<file path="config.mk">
export PLATFORM = sky130hd
export DESIGN_NAME = circular_playlist_list_engine_core
export DESIGN_NICKNAME = d
export VERILOG_FILES = /design/src/sv/cple_pkg.sv /design/src/sv/circular_playlist_list_engine_core.sv /design/src/sv/cple_ram.sv /design/src/sv/cple_datapath.sv /design/src/sv/cple_ctrl.sv
export SDC_FILE = /design/constraint.sdc
export NUM_CORES = 2
export LEC_CHECK = 0
export BUFFER_PORTS_ARGS = -buffer_cell sky130_fd_sc_hd__buf_2
export CAP_MARGIN = 15
export CORE_MARGIN = 4
export CORE_UTILIZATION = 50
export CTS_CLUSTER_SIZE = 8
export DETAILED_ROUTE_END_ITERATION = 10
export HOLD_SLACK_MARGIN = 0.05
export MAX_ROUTING_LAYER = met4
export PLACE_DENSITY = 0.74
export SLEW_MARGIN = 40
export SYNTH_ARGS = -nofsm -noshare
export SYNTH_HDL_FRONTEND = slang
export SYNTH_SLANG_ARGS = --single-unit
export TNS_END_PERCENT = 10
</file>
<file path="constraint.sdc">
create_clock -name clk_i -period 10.3 [get_ports clk_i]
set_clock_uncertainty 0.2 [all_clocks]
set_input_delay 1.03 -clock clk_i [delete_from_list [all_inputs] [get_ports clk_i]]
set_output_delay 1.03 -clock clk_i [all_outputs]
set_load 0.02 [all_outputs]
</file>
<file path="src/sv/cple_pkg.sv">
package cple_pkg;

  localparam int unsigned PoolDepth = 64;
  localparam int unsigned KeyBits   = 16;
  localparam int unsigned SlotBits  = $clog2(PoolDepth);
  localparam int unsigned CountBits = $clog2(PoolDepth + 1);

  typedef logic [SlotBits-1:0]  slot_t;
  typedef logic [KeyBits-1:0]   key_t;
  typedef logic [CountBits-1:0] count_t;

  typedef enum logic [2:0] {
    ActInsFront = 3'd0,
    ActInsBack  = 3'd1,
    ActSelect   = 3'd2,
    ActNext     = 3'd3,
    ActPrev     = 3'd4,
    ActDelete   = 3'd5,
    ActRead     = 3'd6,
    ActSpare    = 3'd7
  } action_e;

  typedef enum logic [1:0] {
    StOk       = 2'd0,
    StEmpty    = 2'd1,
    StNotFound = 2'd2,
    StFull     = 2'd3
  } status_e;

  // datapath operations issued by the controller
  typedef enum logic [3:0] {
    OpNone,
    OpLatch,      // capture request, start free-slot scan
    OpScanStep,   // advance free-slot scan
    OpRdHead,     // read links/key at head
    OpRdCur,      // read links/key at current
    OpRdNode,     // read links/key at walk node
    OpInsEmpty,   // write self-linked node
    OpInsLink1,   // write new node and tail forward
    OpInsLink2,   // write head backward, commit
    OpStepFwd,
    OpStepBwd,
    OpSelHit,
    OpSelMiss,
    OpDelLast,
    OpDelLink1,   // write pred forward
    OpDelLink2    // write succ backward, commit
  } op_e;

  typedef struct packed {
    op_e        op;
    logic       out_load;
    logic [1:0] status;
  } cmd_t;

  typedef struct packed {
    logic    free_found;
    logic    scan_done;
    logic    empty;
    logic    cur_ok;
    logic    key_match;
    logic    walk_done;
    logic    only_one;
    action_e action;
  } sts_t;

endpackage

</file>
<file path="src/sv/circular_playlist_list_engine_core.sv">
// channel  | valid / ready               | payload
// request  | in_valid_i / in_ready_o     | action_i, song_key_i
// result   | out_valid_o / out_ready_i   | status_o, current_key_o, current_present_o,
//          |                             | entry_count_o
// One request at a time. Insert scans the used bits one a cycle for the first free slot;
// select walks the nodes from the head until a key match or the last node. Reset clears
// used bits, head, current and count; link and key RAMs are not cleared.
// A new request waits until the previous result word has been taken.
module circular_playlist_list_engine_core (
  input  logic        clk_i,
  input  logic        rst_ni,
  input  logic        in_valid_i,
  output logic        in_ready_o,
  input  logic [2:0]  action_i,
  input  logic [15:0] song_key_i,
  output logic        out_valid_o,
  input  logic        out_ready_i,
  output logic [1:0]  status_o,
  output logic [15:0] current_key_o,
  output logic        current_present_o,
  output logic [6:0]  entry_count_o
);
  import cple_pkg::*;

  cmd_t cmd;
  sts_t sts;

  cple_ctrl u_ctrl (
    .clk_i, .rst_ni, .in_valid_i, .in_ready_o, .out_valid_o, .out_ready_i,
    .sts_i(sts), .cmd_o(cmd));

  cple_datapath u_dp (
    .clk_i, .rst_ni, .cmd_i(cmd), .action_i, .song_key_i, .sts_o(sts),
    .status_o, .current_key_o, .current_present_o, .entry_count_o);
endmodule

</file>
<file path="src/sv/cple_ram.sv">
module cple_ram #(
  parameter int unsigned Width = 8,
  parameter int unsigned Depth = 64
) (
  input  logic                     clk_i,
  input  logic                     we_i,
  input  logic [$clog2(Depth)-1:0] waddr_i,
  input  logic [Width-1:0]         wdata_i,
  input  logic [$clog2(Depth)-1:0] raddr_i,
  output logic [Width-1:0]         rdata_o
);
  logic [Width-1:0] mem_q [Depth];

  always_ff @(posedge clk_i) begin
    if (we_i) mem_q[waddr_i] <= wdata_i;
    rdata_o <= mem_q[raddr_i];
  end
endmodule

</file>
<file path="src/sv/cple_datapath.sv">
module cple_datapath (
  input  logic                  clk_i,
  input  logic                  rst_ni,
  input  cple_pkg::cmd_t        cmd_i,
  input  logic [2:0]            action_i,
  input  logic [15:0]           song_key_i,
  output cple_pkg::sts_t        sts_o,
  output logic [1:0]            status_o,
  output logic [15:0]           current_key_o,
  output logic                  current_present_o,
  output logic [6:0]            entry_count_o
);
  import cple_pkg::*;

  action_e act_q;
  key_t    key_q;
  slot_t   head_q, cur_q, free_q;
  logic    cur_ok_q;
  count_t  cnt_q, walk_cnt_q;
  logic    used_q [PoolDepth];
  slot_t   scan_q;
  logic    found_q;
  logic [1:0]  status_q;
  logic [15:0] okey_q;
  logic        opres_q;
  logic [6:0]  ocnt_q;

  // link rams
  logic  fw_we, bw_we, k_we;
  slot_t fw_wa, bw_wa, fw_wd, bw_wd, raddr;
  slot_t fw_rd, bw_rd;
  key_t  k_rd;
  slot_t rd_addr_q;

  cple_ram #(.Width(SlotBits), .Depth(PoolDepth)) u_fw (
    .clk_i, .we_i(fw_we), .waddr_i(fw_wa), .wdata_i(fw_wd),
    .raddr_i(raddr), .rdata_o(fw_rd));
  cple_ram #(.Width(SlotBits), .Depth(PoolDepth)) u_bw (
    .clk_i, .we_i(bw_we), .waddr_i(bw_wa), .wdata_i(bw_wd),
    .raddr_i(raddr), .rdata_o(bw_rd));
  cple_ram #(.Width(KeyBits), .Depth(PoolDepth)) u_key (
    .clk_i, .we_i(k_we), .waddr_i(free_q), .wdata_i(key_q),
    .raddr_i(raddr), .rdata_o(k_rd));

  always_comb begin
    raddr = rd_addr_q;
    case (cmd_i.op)
      OpRdHead: raddr = head_q;
      OpRdCur:  raddr = cur_q;
      // follow the forward link of the node on the ram outputs
      OpRdNode: raddr = fw_rd;
      default:  raddr = rd_addr_q;
    endcase
  end

  // rd_addr_q tracks the slot whose data is on the ram outputs
  always_ff @(posedge clk_i) begin
    rd_addr_q <= raddr;
  end

  always_comb begin
    fw_we = 1'b0; bw_we = 1'b0; k_we = 1'b0;
    fw_wa = free_q; bw_wa = free_q; fw_wd = free_q; bw_wd = free_q;
    case (cmd_i.op)
      OpInsEmpty: begin
        fw_we = 1'b1; bw_we = 1'b1; k_we = 1'b1;
      end
      OpInsLink1: begin
        // ram output holds head: fw_rd unused, bw_rd = tail
        k_we = 1'b1; bw_we = 1'b1; bw_wd = bw_rd;
        fw_we = 1'b1; fw_wa = bw_rd; fw_wd = free_q;
      end
      OpInsLink2: begin
        bw_we = 1'b1; bw_wa = head_q; bw_wd = free_q;
        fw_we = 1'b1; fw_wa = free_q; fw_wd = head_q;
      end
      OpDelLink1: begin
        fw_we = 1'b1; fw_wa = bw_rd; fw_wd = fw_rd;
      end
      OpDelLink2: begin
        bw_we = 1'b1; bw_wa = fw_rd; bw_wd = bw_rd;
      end
      default: ;
    endcase
  end

  always_ff @(posedge clk_i) begin
    if (cmd_i.op == OpLatch) begin
      act_q <= action_e'(action_i);
      key_q <= song_key_i[KeyBits-1:0];
    end
  end

  always_ff @(posedge clk_i or negedge rst_ni) begin
    if (!rst_ni) begin
      head_q <= '0; cur_q <= '0; cur_ok_q <= 1'b0; cnt_q <= '0;
      scan_q <= '0; found_q <= 1'b0; free_q <= '0;
      walk_cnt_q <= '0;
      status_q <= '0; okey_q <= '0; opres_q <= 1'b0; ocnt_q <= '0;
      for (int i = 0; i < PoolDepth; i++) used_q[i] <= 1'b0;
    end else begin
      case (cmd_i.op)
        OpLatch: begin
          scan_q <= '0; found_q <= 1'b0;
        end
        OpScanStep: begin
          if (!found_q && !used_q[scan_q]) begin
            found_q <= 1'b1; free_q <= scan_q;
          end
          scan_q <= scan_q + 1'b1;
        end
        OpRdHead: walk_cnt_q <= count_t'(1);
        OpRdNode: walk_cnt_q <= walk_cnt_q + 1'b1;
        OpInsEmpty: begin
          used_q[free_q] <= 1'b1; head_q <= free_q; cur_q <= free_q;
          cur_ok_q <= 1'b1; cnt_q <= cnt_q + 1'b1;
        end
        OpInsLink2: begin
          used_q[free_q] <= 1'b1; cnt_q <= cnt_q + 1'b1;
          if (act_q == ActInsFront) head_q <= free_q;
        end
        OpStepFwd: cur_q <= fw_rd;
        OpStepBwd: cur_q <= bw_rd;
        OpSelHit: begin
          cur_q <= rd_addr_q; cur_ok_q <= 1'b1;
        end
        OpSelMiss: cur_ok_q <= 1'b0;
        OpDelLast: begin
          used_q[cur_q] <= 1'b0; cnt_q <= cnt_q - 1'b1;
          cur_ok_q <= 1'b0; head_q <= '0; cur_q <= '0;
        end
        OpDelLink2: begin
          used_q[cur_q] <= 1'b0; cnt_q <= cnt_q - 1'b1;
          if (head_q == cur_q) head_q <= fw_rd;
          cur_q <= bw_rd;
        end
        default: ;
      endcase
      // output key read: controller issues OpRdCur before out_load
      if (cmd_i.out_load) begin
        status_q <= cmd_i.status;
        okey_q   <= cur_ok_q ? 16'(k_rd) : '0;
        opres_q  <= cur_ok_q;
        ocnt_q   <= 7'(cnt_q);
      end
    end
  end

  assign sts_o.free_found = found_q;
  assign sts_o.scan_done  = (scan_q == slot_t'(PoolDepth - 1));
  assign sts_o.empty      = (cnt_q == '0);
  assign sts_o.cur_ok     = cur_ok_q;
  assign sts_o.key_match  = (k_rd == key_q);
  assign sts_o.walk_done  = (walk_cnt_q == cnt_q);
  assign sts_o.only_one   = (cnt_q == count_t'(1));
  assign sts_o.action     = act_q;

  assign status_o          = status_q;
  assign current_key_o     = okey_q;
  assign current_present_o = opres_q;
  assign entry_count_o     = ocnt_q;
endmodule

</file>
<file path="src/sv/cple_ctrl.sv">
module cple_ctrl (
  input  logic           clk_i,
  input  logic           rst_ni,
  input  logic           in_valid_i,
  output logic           in_ready_o,
  output logic           out_valid_o,
  input  logic           out_ready_i,
  input  cple_pkg::sts_t sts_i,
  output cple_pkg::cmd_t cmd_o
);
  import cple_pkg::*;

  typedef enum logic [10:0] {
    SIdle   = 11'b00000000001,
    SDisp   = 11'b00000000010,
    SScan   = 11'b00000000100,
    SInsHd  = 11'b00000001000,
    SInsL2  = 11'b00000010000,
    SWalk   = 11'b00000100000,
    SCmp    = 11'b00001000000,
    SCurRd  = 11'b00010000000,
    SAct    = 11'b00100000000,
    SFinRd  = 11'b01000000000,
    SFin    = 11'b10000000000
  } state_e;

  state_e state_q, state_d;
  logic [1:0] st_q, st_d;
  logic ovalid_q, ovalid_d;
  logic fin_q;

  assign in_ready_o  = (state_q == SIdle) && !ovalid_q && !fin_q;
  assign out_valid_o = ovalid_q;

  always_comb begin
    state_d = state_q; st_d = st_q; ovalid_d = ovalid_q;
    cmd_o.op = OpNone; cmd_o.out_load = 1'b0; cmd_o.status = st_q;
    if (ovalid_q && out_ready_i) ovalid_d = 1'b0;
    case (state_q)
      SIdle: if (in_valid_i && in_ready_o) begin
        cmd_o.op = OpLatch; state_d = SDisp; st_d = StOk;
      end
      SDisp: begin
        case (sts_i.action)
          ActInsFront, ActInsBack: begin
            cmd_o.op = OpScanStep; state_d = SScan;
          end
          ActSelect: begin
            if (sts_i.empty) begin st_d = StEmpty; state_d = SFinRd; end
            else begin cmd_o.op = OpRdHead; state_d = SWalk; end
          end
          default: begin
            if (!sts_i.cur_ok) begin st_d = StEmpty; state_d = SFinRd; end
            else begin cmd_o.op = OpRdCur; state_d = SAct; end
          end
        endcase
      end
      SScan: begin
        if (sts_i.free_found) begin
          if (sts_i.empty) begin cmd_o.op = OpInsEmpty; state_d = SFinRd; end
          else begin cmd_o.op = OpRdHead; state_d = SInsHd; end
        end else if (sts_i.scan_done) begin
          cmd_o.op = OpScanStep; state_d = SCurRd;
        end else cmd_o.op = OpScanStep;
      end
      SCurRd: begin
        if (sts_i.free_found) begin
          if (sts_i.empty) begin cmd_o.op = OpInsEmpty; state_d = SFinRd; end
          else begin cmd_o.op = OpRdHead; state_d = SInsHd; end
        end else begin st_d = StFull; state_d = SFinRd; end
      end
      SInsHd: begin cmd_o.op = OpInsLink1; state_d = SInsL2; end
      SInsL2: begin cmd_o.op = OpInsLink2; state_d = SFinRd; end
      SWalk, SCmp: begin
        // ram holds node data; compare, then stop after the last node
        if (sts_i.key_match) begin
          cmd_o.op = OpSelHit; state_d = SFinRd;
        end else if (sts_i.walk_done) begin
          cmd_o.op = OpSelMiss; st_d = StNotFound; state_d = SFinRd;
        end else begin
          cmd_o.op = OpRdNode; state_d = SCmp;
        end
      end
      SAct: begin
        state_d = SFinRd;
        case (sts_i.action)
          ActNext: cmd_o.op = OpStepFwd;
          ActPrev: cmd_o.op = OpStepBwd;
          ActDelete: begin
            if (sts_i.only_one) cmd_o.op = OpDelLast;
            else begin cmd_o.op = OpDelLink1; state_d = SFin; end
          end
          default: ;
        endcase
      end
      SFin: begin cmd_o.op = OpDelLink2; state_d = SFinRd; end
      SFinRd: begin cmd_o.op = OpRdCur; state_d = SIdle; end
      default: state_d = SIdle;
    endcase
    if (state_q == SFinRd) begin
      state_d = SIdle;
    end
    // deliver result the cycle after the final current read
    if (state_q == SIdle && fin_q) begin
      cmd_o.out_load = 1'b1; ovalid_d = 1'b1;
    end
  end

  always_ff @(posedge clk_i or negedge rst_ni) begin
    if (!rst_ni) begin
      state_q <= SIdle; st_q <= StOk; ovalid_q <= 1'b0; fin_q <= 1'b0;
    end else begin
      state_q <= state_d; st_q <= st_d; ovalid_q <= ovalid_d;
      fin_q <= (state_q == SFinRd);
    end
  end
endmodule

</file>
Word level (Yosys, flattened, before mapping)
Memories as Yosys holds them, arrays and structs flattened. A register that Yosys moved wholly into a read port is not among the register bits.
Cells that the tools add are included.
{"block": "word_totals", "mem_count": 3, "output_inout_bits": 28, "in_bits": 23, "register_bits": 170, "ramBits": 1792}
{"block": "classes", "n_reduce_logical": 40, "add_sub_neg": 4, "order_cmp": 5, "n_mux": 70, "n_bitwise": 6, "n_eq_ne": 48}
{"memory": "u_dp.u_key.mem_q", "depth": 64, "width": 16, "rd": 1, "rd_clocked_by_memory_dff": 1, "wr": 1, "line_no": "cple_ram.sv:12", "source": "logic [Width-1:0] mem_q [Depth];"}
{"memory": "u_dp.u_bw.mem_q", "depth": 64, "width": 6, "rd": 1, "rd_clocked_by_memory_dff": 1, "wr": 1, "line_no": "cple_ram.sv:12"}
{"memory": "u_dp.u_fw.mem_q", "depth": 64, "width": 6, "rd": 1, "rd_clocked_by_memory_dff": 1, "wr": 1, "line_no": "cple_ram.sv:12"}
{"op": "64-bit one-hot mux with 2 select lines", "count": 1}
{"op": "11-bit one-hot mux with 8 select lines", "count": 1}
{"op": "11-bit two-way mux", "count": 7}
{"op": "64-bit AND", "count": 1}
{"op": "64-bit NOT", "count": 1}
{"op": "64-bit bitwise OR", "count": 1}
{"op": "10-bit two-way mux", "count": 5}
{"op": "4-bit one-hot mux with 10 select lines", "count": 1}
{"op": "6-bit one-hot mux with 2 select lines", "count": 3}
{"op": "4-bit == test (second input constant)", "count": 8}
{"op": "6-bit one-hot mux with 5 select lines", "count": 1}
{"op": "7-bit one-hot mux with 2 select lines", "count": 2}
{"op": "6-bit two-way mux", "count": 4}
{"op": "6-bit one-hot mux with 4 select lines", "count": 1}
{"op": "11-bit one-hot mux with 2 select lines", "count": 1}
{"op": "2-bit OR reduction", "count": 11}
{"op": "7-bit greater-or-equal comparator (second input constant)", "count": 3}
{"op": "6-bit NOT with 7-bit output", "count": 3}
{"op": "1-bit two-way mux", "count": 18}
{"op": "6-bit one-hot mux with 3 select lines", "count": 1}
{"op": "16-bit == test", "count": 1}
{"op": "4-bit by 3-bit == test with 1-bit output (second input constant)", "count": 4}
{"op": "16-bit two-way mux", "count": 1}
{"op": "2-bit two-way mux", "count": 8}
{"op": "other kinds (48)", "count": 85}

Logic depth before layout (Yosys ltp)
{"block": "logic_depth", "depth_word": 11, "depth_mapped": 21}

Cells and area by module
Synthesis repeated with hierarchy kept, for this count alone.
{"block": "unflattened", "cells_unflattened": 4170, "hier_area_um2": 79521.3}
{"mod": "cple_ram at u_dp.u_key", "cells_per_inst": 1829, "area_per_inst_um2": 40042.2, "instances": 1, "seq_area_each_um2": 31069.8}
{"mod": "cple_ram at u_dp.u_fw", "cells_per_inst": 720, "area_per_inst_um2": 15225.9, "instances": 1, "seq_area_each_um2": 11651.2}
{"mod": "cple_ram at u_dp.u_bw", "cells_per_inst": 727, "area_per_inst_um2": 15177.1, "instances": 1, "seq_area_each_um2": 11651.2}
{"mod": "cple_datapath", "cells_per_inst": 768, "area_per_inst_um2": 7972.6, "instances": 1, "seq_area_each_um2": 3943.8}
{"mod": "cple_ctrl", "cells_per_inst": 126, "area_per_inst_um2": 1103.6, "instances": 1, "seq_area_each_um2": 376.6}

Worst setup path after synthesis
OpenSTA, ideal clock, no wires.
{"block": "synth_timing", "path_kind": "register to register", "start": "register u_ctrl.state_q[4]", "end": "memory u_dp.u_bw.mem_q[0][5] (netlist bit), data pin", "slack_ns": 5.320, "synth_period_minus_slack_ns": 4.980, "required_ns": 9.398, "setup_time_ns": 0.702, "arrival_time_ns": 4.078, "n_path_buf": 2, "path_stages_with_launch": 6, "path_cell_list": "dfrtp_1 -> buf_2 -> nor4_1 -> nand4_1 -> clkbuf_1 -> o21ai_0"}
{"block": "synth_via", "elab_chain_cells": 9, "elab_cells_between_ends": 21, "cone_classes": "13 x eq/ne; 3 x mux; 5 x reduce/logical"}
{"item": "start: declaration", "line_no": "cple_ctrl.sv:27", "source": "state_e state_q, state_d;"}
{"item": "start signal: assignment", "line_no": "cple_ctrl.sv:113", "source": "state_q <= state_d; st_q <= st_d; ovalid_q <= ovalid_d;"}
{"item": "11-bit by 1-bit == test with 1-bit output", "line_no": "cple_ctrl.sv:32, cple_ctrl.sv:39"}
{"item": "1-bit logical AND (2 in a row)", "line_no": "cple_ctrl.sv:32", "source": "assign in_ready_o = (state_q == SIdle) && !ovalid_q && !fin_q;"}
{"item": "1-bit logical AND", "line_no": "cple_ctrl.sv:40", "source": "SIdle: if (in_valid_i && in_ready_o) begin"}
{"item": "1-bit two-way mux", "line_no": "cple_ctrl.sv:40"}
{"item": "4-bit one-hot mux with 10 select lines (*)", "line_no": "cple_ctrl.sv:39", "source": "case (state_q)"}
{"item": "4-bit by 3-bit == test with 1-bit output / 4-bit == test (equally long branches)", "line_no": "cple_datapath.sv:64", "source": "case (cmd_i.op)"}
{"item": "2-bit OR reduction (no source line) (*)"}
{"item": "6-bit two-way mux (*)", "line_no": "cple_datapath.sv:64"}
{"item": "named net u_dp.bw_wd[5]", "line_no": "cple_datapath.sv:30", "source": "slot_t fw_wa, bw_wa, fw_wd, bw_wd, raddr;"}
{"item": "end: declaration", "line_no": "cple_ram.sv:12"}
Mark *: on every way through the listed nets, which the timed path passes. The rest lies on a longest branch.

Worst setup path after layout
{"block": "layout_timing", "start": "register u_dp.key_q[5]", "end": "register u_dp.u_key.rdata_o[7], read port of u_dp.u_key.mem_q"}
{"block": "layout_via", "elab_chain_cells": 5, "elab_cells_between_ends": 7, "cone_classes": "4 x eq/ne; 3 x mux"}
{"item": "start: declaration", "line_no": "cple_datapath.sv:16", "source": "key_t key_q;"}
{"item": "start signal: assignment", "line_no": "cple_datapath.sv:90", "source": "key_q <= song_key_i[KeyBits-1:0];"}
{"item": "16-bit == test (*)", "line_no": "cple_datapath.sv:153", "source": "assign sts_o.key_match = (k_rd == key_q);"}
{"item": "4-bit two-way mux (*)", "line_no": "cple_ctrl.sv:76", "source": "if (sts_i.key_match) begin"}
{"item": "4-bit one-hot mux with 10 select lines (*)", "line_no": "cple_ctrl.sv:39"}
{"item": "4-bit by 3-bit == test with 1-bit output / 4-bit by 2-bit == test with 1-bit output (equally long branches)", "line_no": "cple_datapath.sv:47", "source": "case (cmd_i.op)"}
{"item": "6-bit one-hot mux with 3 select lines (*)", "line_no": "cple_datapath.sv:47"}
{"item": "end: declaration", "line_no": "cple_ram.sv:10", "source": "output logic [Width-1:0] rdata_o"}
Every way passes the cells marked *; elsewhere a longest branch is shown, timed or not.
A chain may end at the register's enable or synchronous reset.

==> key figures <==
Run status
  – Outcome: finished, final reports clean

STA
  – RSZ-0062 raised after global routing: no
  – Final setup viols: 0
  – Slew headroom: 38.3%
  – Post-layout min period: 7.63 ns
  – Fmax achieved: 131 MHz
  – Slew Viols, Final: 0
  – Final setup margin: 2.67 ns
  – Final hold vios: 0
  – Setup TNS: 0 ns
  – Least-Margin Pin Slew: 0.926 ns
  – Ratio of final minimum period to clock period: 74.0%

Cells and area
  – Commonest non-fill, non-tap cell in the layout: edfxtp_1
  – Share of layout cells above drive strength 1: 11.8%
  – Flip-flop and latch area: 58,700 um^2
  – Area of the multi-input gates: 20,300 um^2
  – Fillcell total: 12,000
  – Area growth, synth to finish: 13.5%
  – Final Net Count: 6,121
  – Commonest non-fill, non-tap cells in the layout: edfxtp_1 (1,811), nand2_1 (1,250), nand3_1 (487)

Clock network
  – CTS tree: built
  – Worst-case clock buffer depth: 4
  – PostCTS Resize Cnt: 0
  – Clock transition at the registers of the reported paths: 0.05 ns
  – Sink Count: 1,990
  – Clk root buf: clkbuf_16
  – Clk Latency, worst-skew pair: 0.89 ns
  – H-tree depth: 5
  – Inserted Clock Buffers: 298

Critical path
  – Critical Path AT: 8.18 ns
  – FF-to-FF setup slack: 2.67 ns
  – Maximum fanout along the worst path: 75
  – Crit-path most repeated cell: buf_4
  – Crit path capture: u_dp.u_key.rdata_o[7]
  – R2r startpoint: u_dp.key_q[5]
  – Worst endpoint required time: 10.85 ns
  – Crit-path cells: buf_4 > xor2_1 > nor4_1 > nand4_1 > a21oi_1 > nor2_1 > a32oi_1 > o21ai_4 > buf_4 > inv_8 > buf_4 > buf_4 > mux2i_1 > o22ai_1 > a32oi_1 > nand4_1 > or3_1
  – CP startpoint kind: flop
  – Crit Path Class: flop to flop
  – Worst Setup End Kind: flop
  – Crit path max-delay cell type: buf_4
  – Crit path launch: u_dp.key_q[5]
  – Slowest stage delay, CP: 0.71 ns
  – R2R cell count: 17
  – FF-to-FF End: u_dp.u_key.rdata_o[7]

Placed design
  – Setup WS pre-CTS: 3.05 ns
  – DP Wirelength: 135,000 um
  – Global placer's final weighted congestion: 0.937
  – Port buffer count: 50

Routing
  – Post-route ant nets: 0
  – DRC errors left: 0
  – Detailed Routing Iterations Pass 1: 8
  – Routed wire per std cell: 27.7 um
  – DR iter-0 viols: 8,293
  – DR vias: 53,800
  – Vias/cell: 6.41
  – WL final: 233,000 um

Floorplan
  – Die width: 410 um
  – Initial core utilization: 50.3%
  – Die Span Y: 410 um
  – Die area: 168,000 um^2
  – FP Rows: 147
  – Core area: 161,000 um^2
  – Io pins: 51

Synth
  – Post-Synthesis Cells: 5,960
  – Yosys warns: 0
  – Most used DFF post-synth: edfxtp_1
  – EDFF count, synth: 1,811
  – Seq/Total Area, Yosys: 72.7%
  – Syn_area_per_cell: 13.5 um^2
  – Asr flop ratio synth: 7.29%
  – Count of cell types in the netlist: 95
  – Synth Net Count: 5,989
  – Synthesized area: 80,700 um^2
  – Seq cells post-synth: 1,990

Pwr
  – Peak VDD IR: 0.211 mV
  – Logic pwr share: 23.4%
  – Switching Power: 0.00751 W
  – Sw frac: 32.1%
  – Int Pwr: 0.0159 W
  – Leakage: 31.1 nW
  – Clock network power share: 36.7%
  – Power Dens Cells: 256 nW/um^2
  – Sequential power share: 39.9%

Worst hold path
  – Hold Crit Class: input port to flop

GRT
  – First-pass GRT wire length: 340,000 um
  – Grt ovf: 0
  – Vias in the first global route: 52,100
  – GRT Total Usage: 27.9%
  – Largest net degree at the start of global routing: 157
  – Antenna violations before repair: 14

Flow run
  – Max_cap viols: 0
## worst max-delay path: cells and delay by family (launching register included)
kind                      cells  cell delay, ns
AOI/OAI and AO/OA             5            1.52
xor gates and xnor gates      1            0.21
buffers and inverters         5            2.77
DFF                           1            0.33
muxes                         1            0.27
and+or+nand+nor               5            1.89
## repair_timing
item | 4_1_cts | 5_1_grt
endpoints found under the setup margin | 0 | 0
hold buffers | 1 | 0
buffers inserted | 0 | 0
endpoints found under the hold margin | 69 | 0
## area by class of cell
type,instances,area share (%)
Tap cell,2160,2.95
Clock buffer,431,8.82
Multi-Input combinational cell,3563,22.2
Antenna cell,7,0.0191
Inverter,24,0.138
Sequential cell,1990,64.0
Clock inverter,5,0.0560
Timing Repair Buffer,215,1.80
## flip-flops by register name, summed over array words and instances, names as in the netlist, 7 cells and up
register            flops
u_dp.used_q            64
u_dp.u_key.rdata_o     16
u_dp.walk_cnt_q         7
u_dp.u_bw.mem_q       384
u_dp.u_key.mem_q     1024
u_dp.key_q             16
u_dp.current_key_o     16
u_dp.entry_count_o      7
u_dp.cnt_q              7
u_dp.u_fw.mem_q       384
u_ctrl.state_q         11
## synthesized netlist by cell type (68+ instances only)
cell	instances	area share [%]
o21ai_0	243	1.5
a32oi_1	138	1.5
nand2_1	1258	5.8
or3_1	68	0.53
edfxtp_1	1811	67
mux2i_1	169	2.1
buf_2	145	0.90
nor2_1	287	1.3
clkbuf_1	179	0.83
nand3_1	489	3.0
dfrtp_1	144	4.5
a21oi_1	202	1.3
## per-layer routing
layer,share of wire (%),vias to the layer above,track usage (%)
met1,36,26500,35.9
li1,-,22700,-
met5,0,-,-
met2,46,3908,42.5
met3,12,705,6.23
met4,5.2,0,13.2
## worst min-delay path by stage
| stage | from | end | slack [ns] | cells past startpoint |
|---|---|---|---|---|
| floorplan | u_dp.u_key.rdata_o[0] | u_dp.current_key_o[0] | 0.24 | 2 |
| global placement | u_dp.status_o[1] | u_dp.status_o[1] | 0.26 | 2 |
| detailed placement | u_ctrl.st_q[0] | u_ctrl.st_q[0] | 0.27 | 2 |
| CTS | song_key_i[14] | u_dp.key_q[14] | 0.09 | 1 |
| global route | song_key_i[14] | u_dp.key_q[14] | 0.11 | 1 |
| finish | song_key_i[14] | u_dp.key_q[14] | 0.12 | 1 |
## kinds of logic after synthesis
kind of cell,synth area share [%]
AOI/OAI and AO/OA,8.69
xor gates and xnor gates,0.423
adders and majority gates,0.0930
buffers and inverters,2.42
DFF,72.7
muxes,3.31
and+or+nand+nor,12.4
## power groups by stage
stage	logic [W]	clock network, W	registers [W]
2_1_floorplan	0.00337	0	0.00954
3_3_place_gp	0.00516	0	0.00949
3_5_place_dp	0.00530	0	0.00949
4_1_cts	0.00533	0.00864	0.00934
5_1_grt	0.00578	0.00902	0.00934
6_report	0.00547	0.00859	0.00935
## per-stage QoR
stage          utilization, %  power [W]  cells  hold slack (ns)  area (um^2)
2_1_floorplan               -     0.0129   5960            0.244        80700
6_report                 57.1     0.0234   8395            0.116        91700
3_3_place_gp             51.8     0.0146   7940            0.263        83200
3_5_place_dp             51.9     0.0148   7946            0.269        83400
5_1_grt                  57.1     0.0241   8393            0.108        91700
4_1_cts                  57.0     0.0233   8383           0.0901        91500
Note: power is estimated with default switching activity, not from simulation.
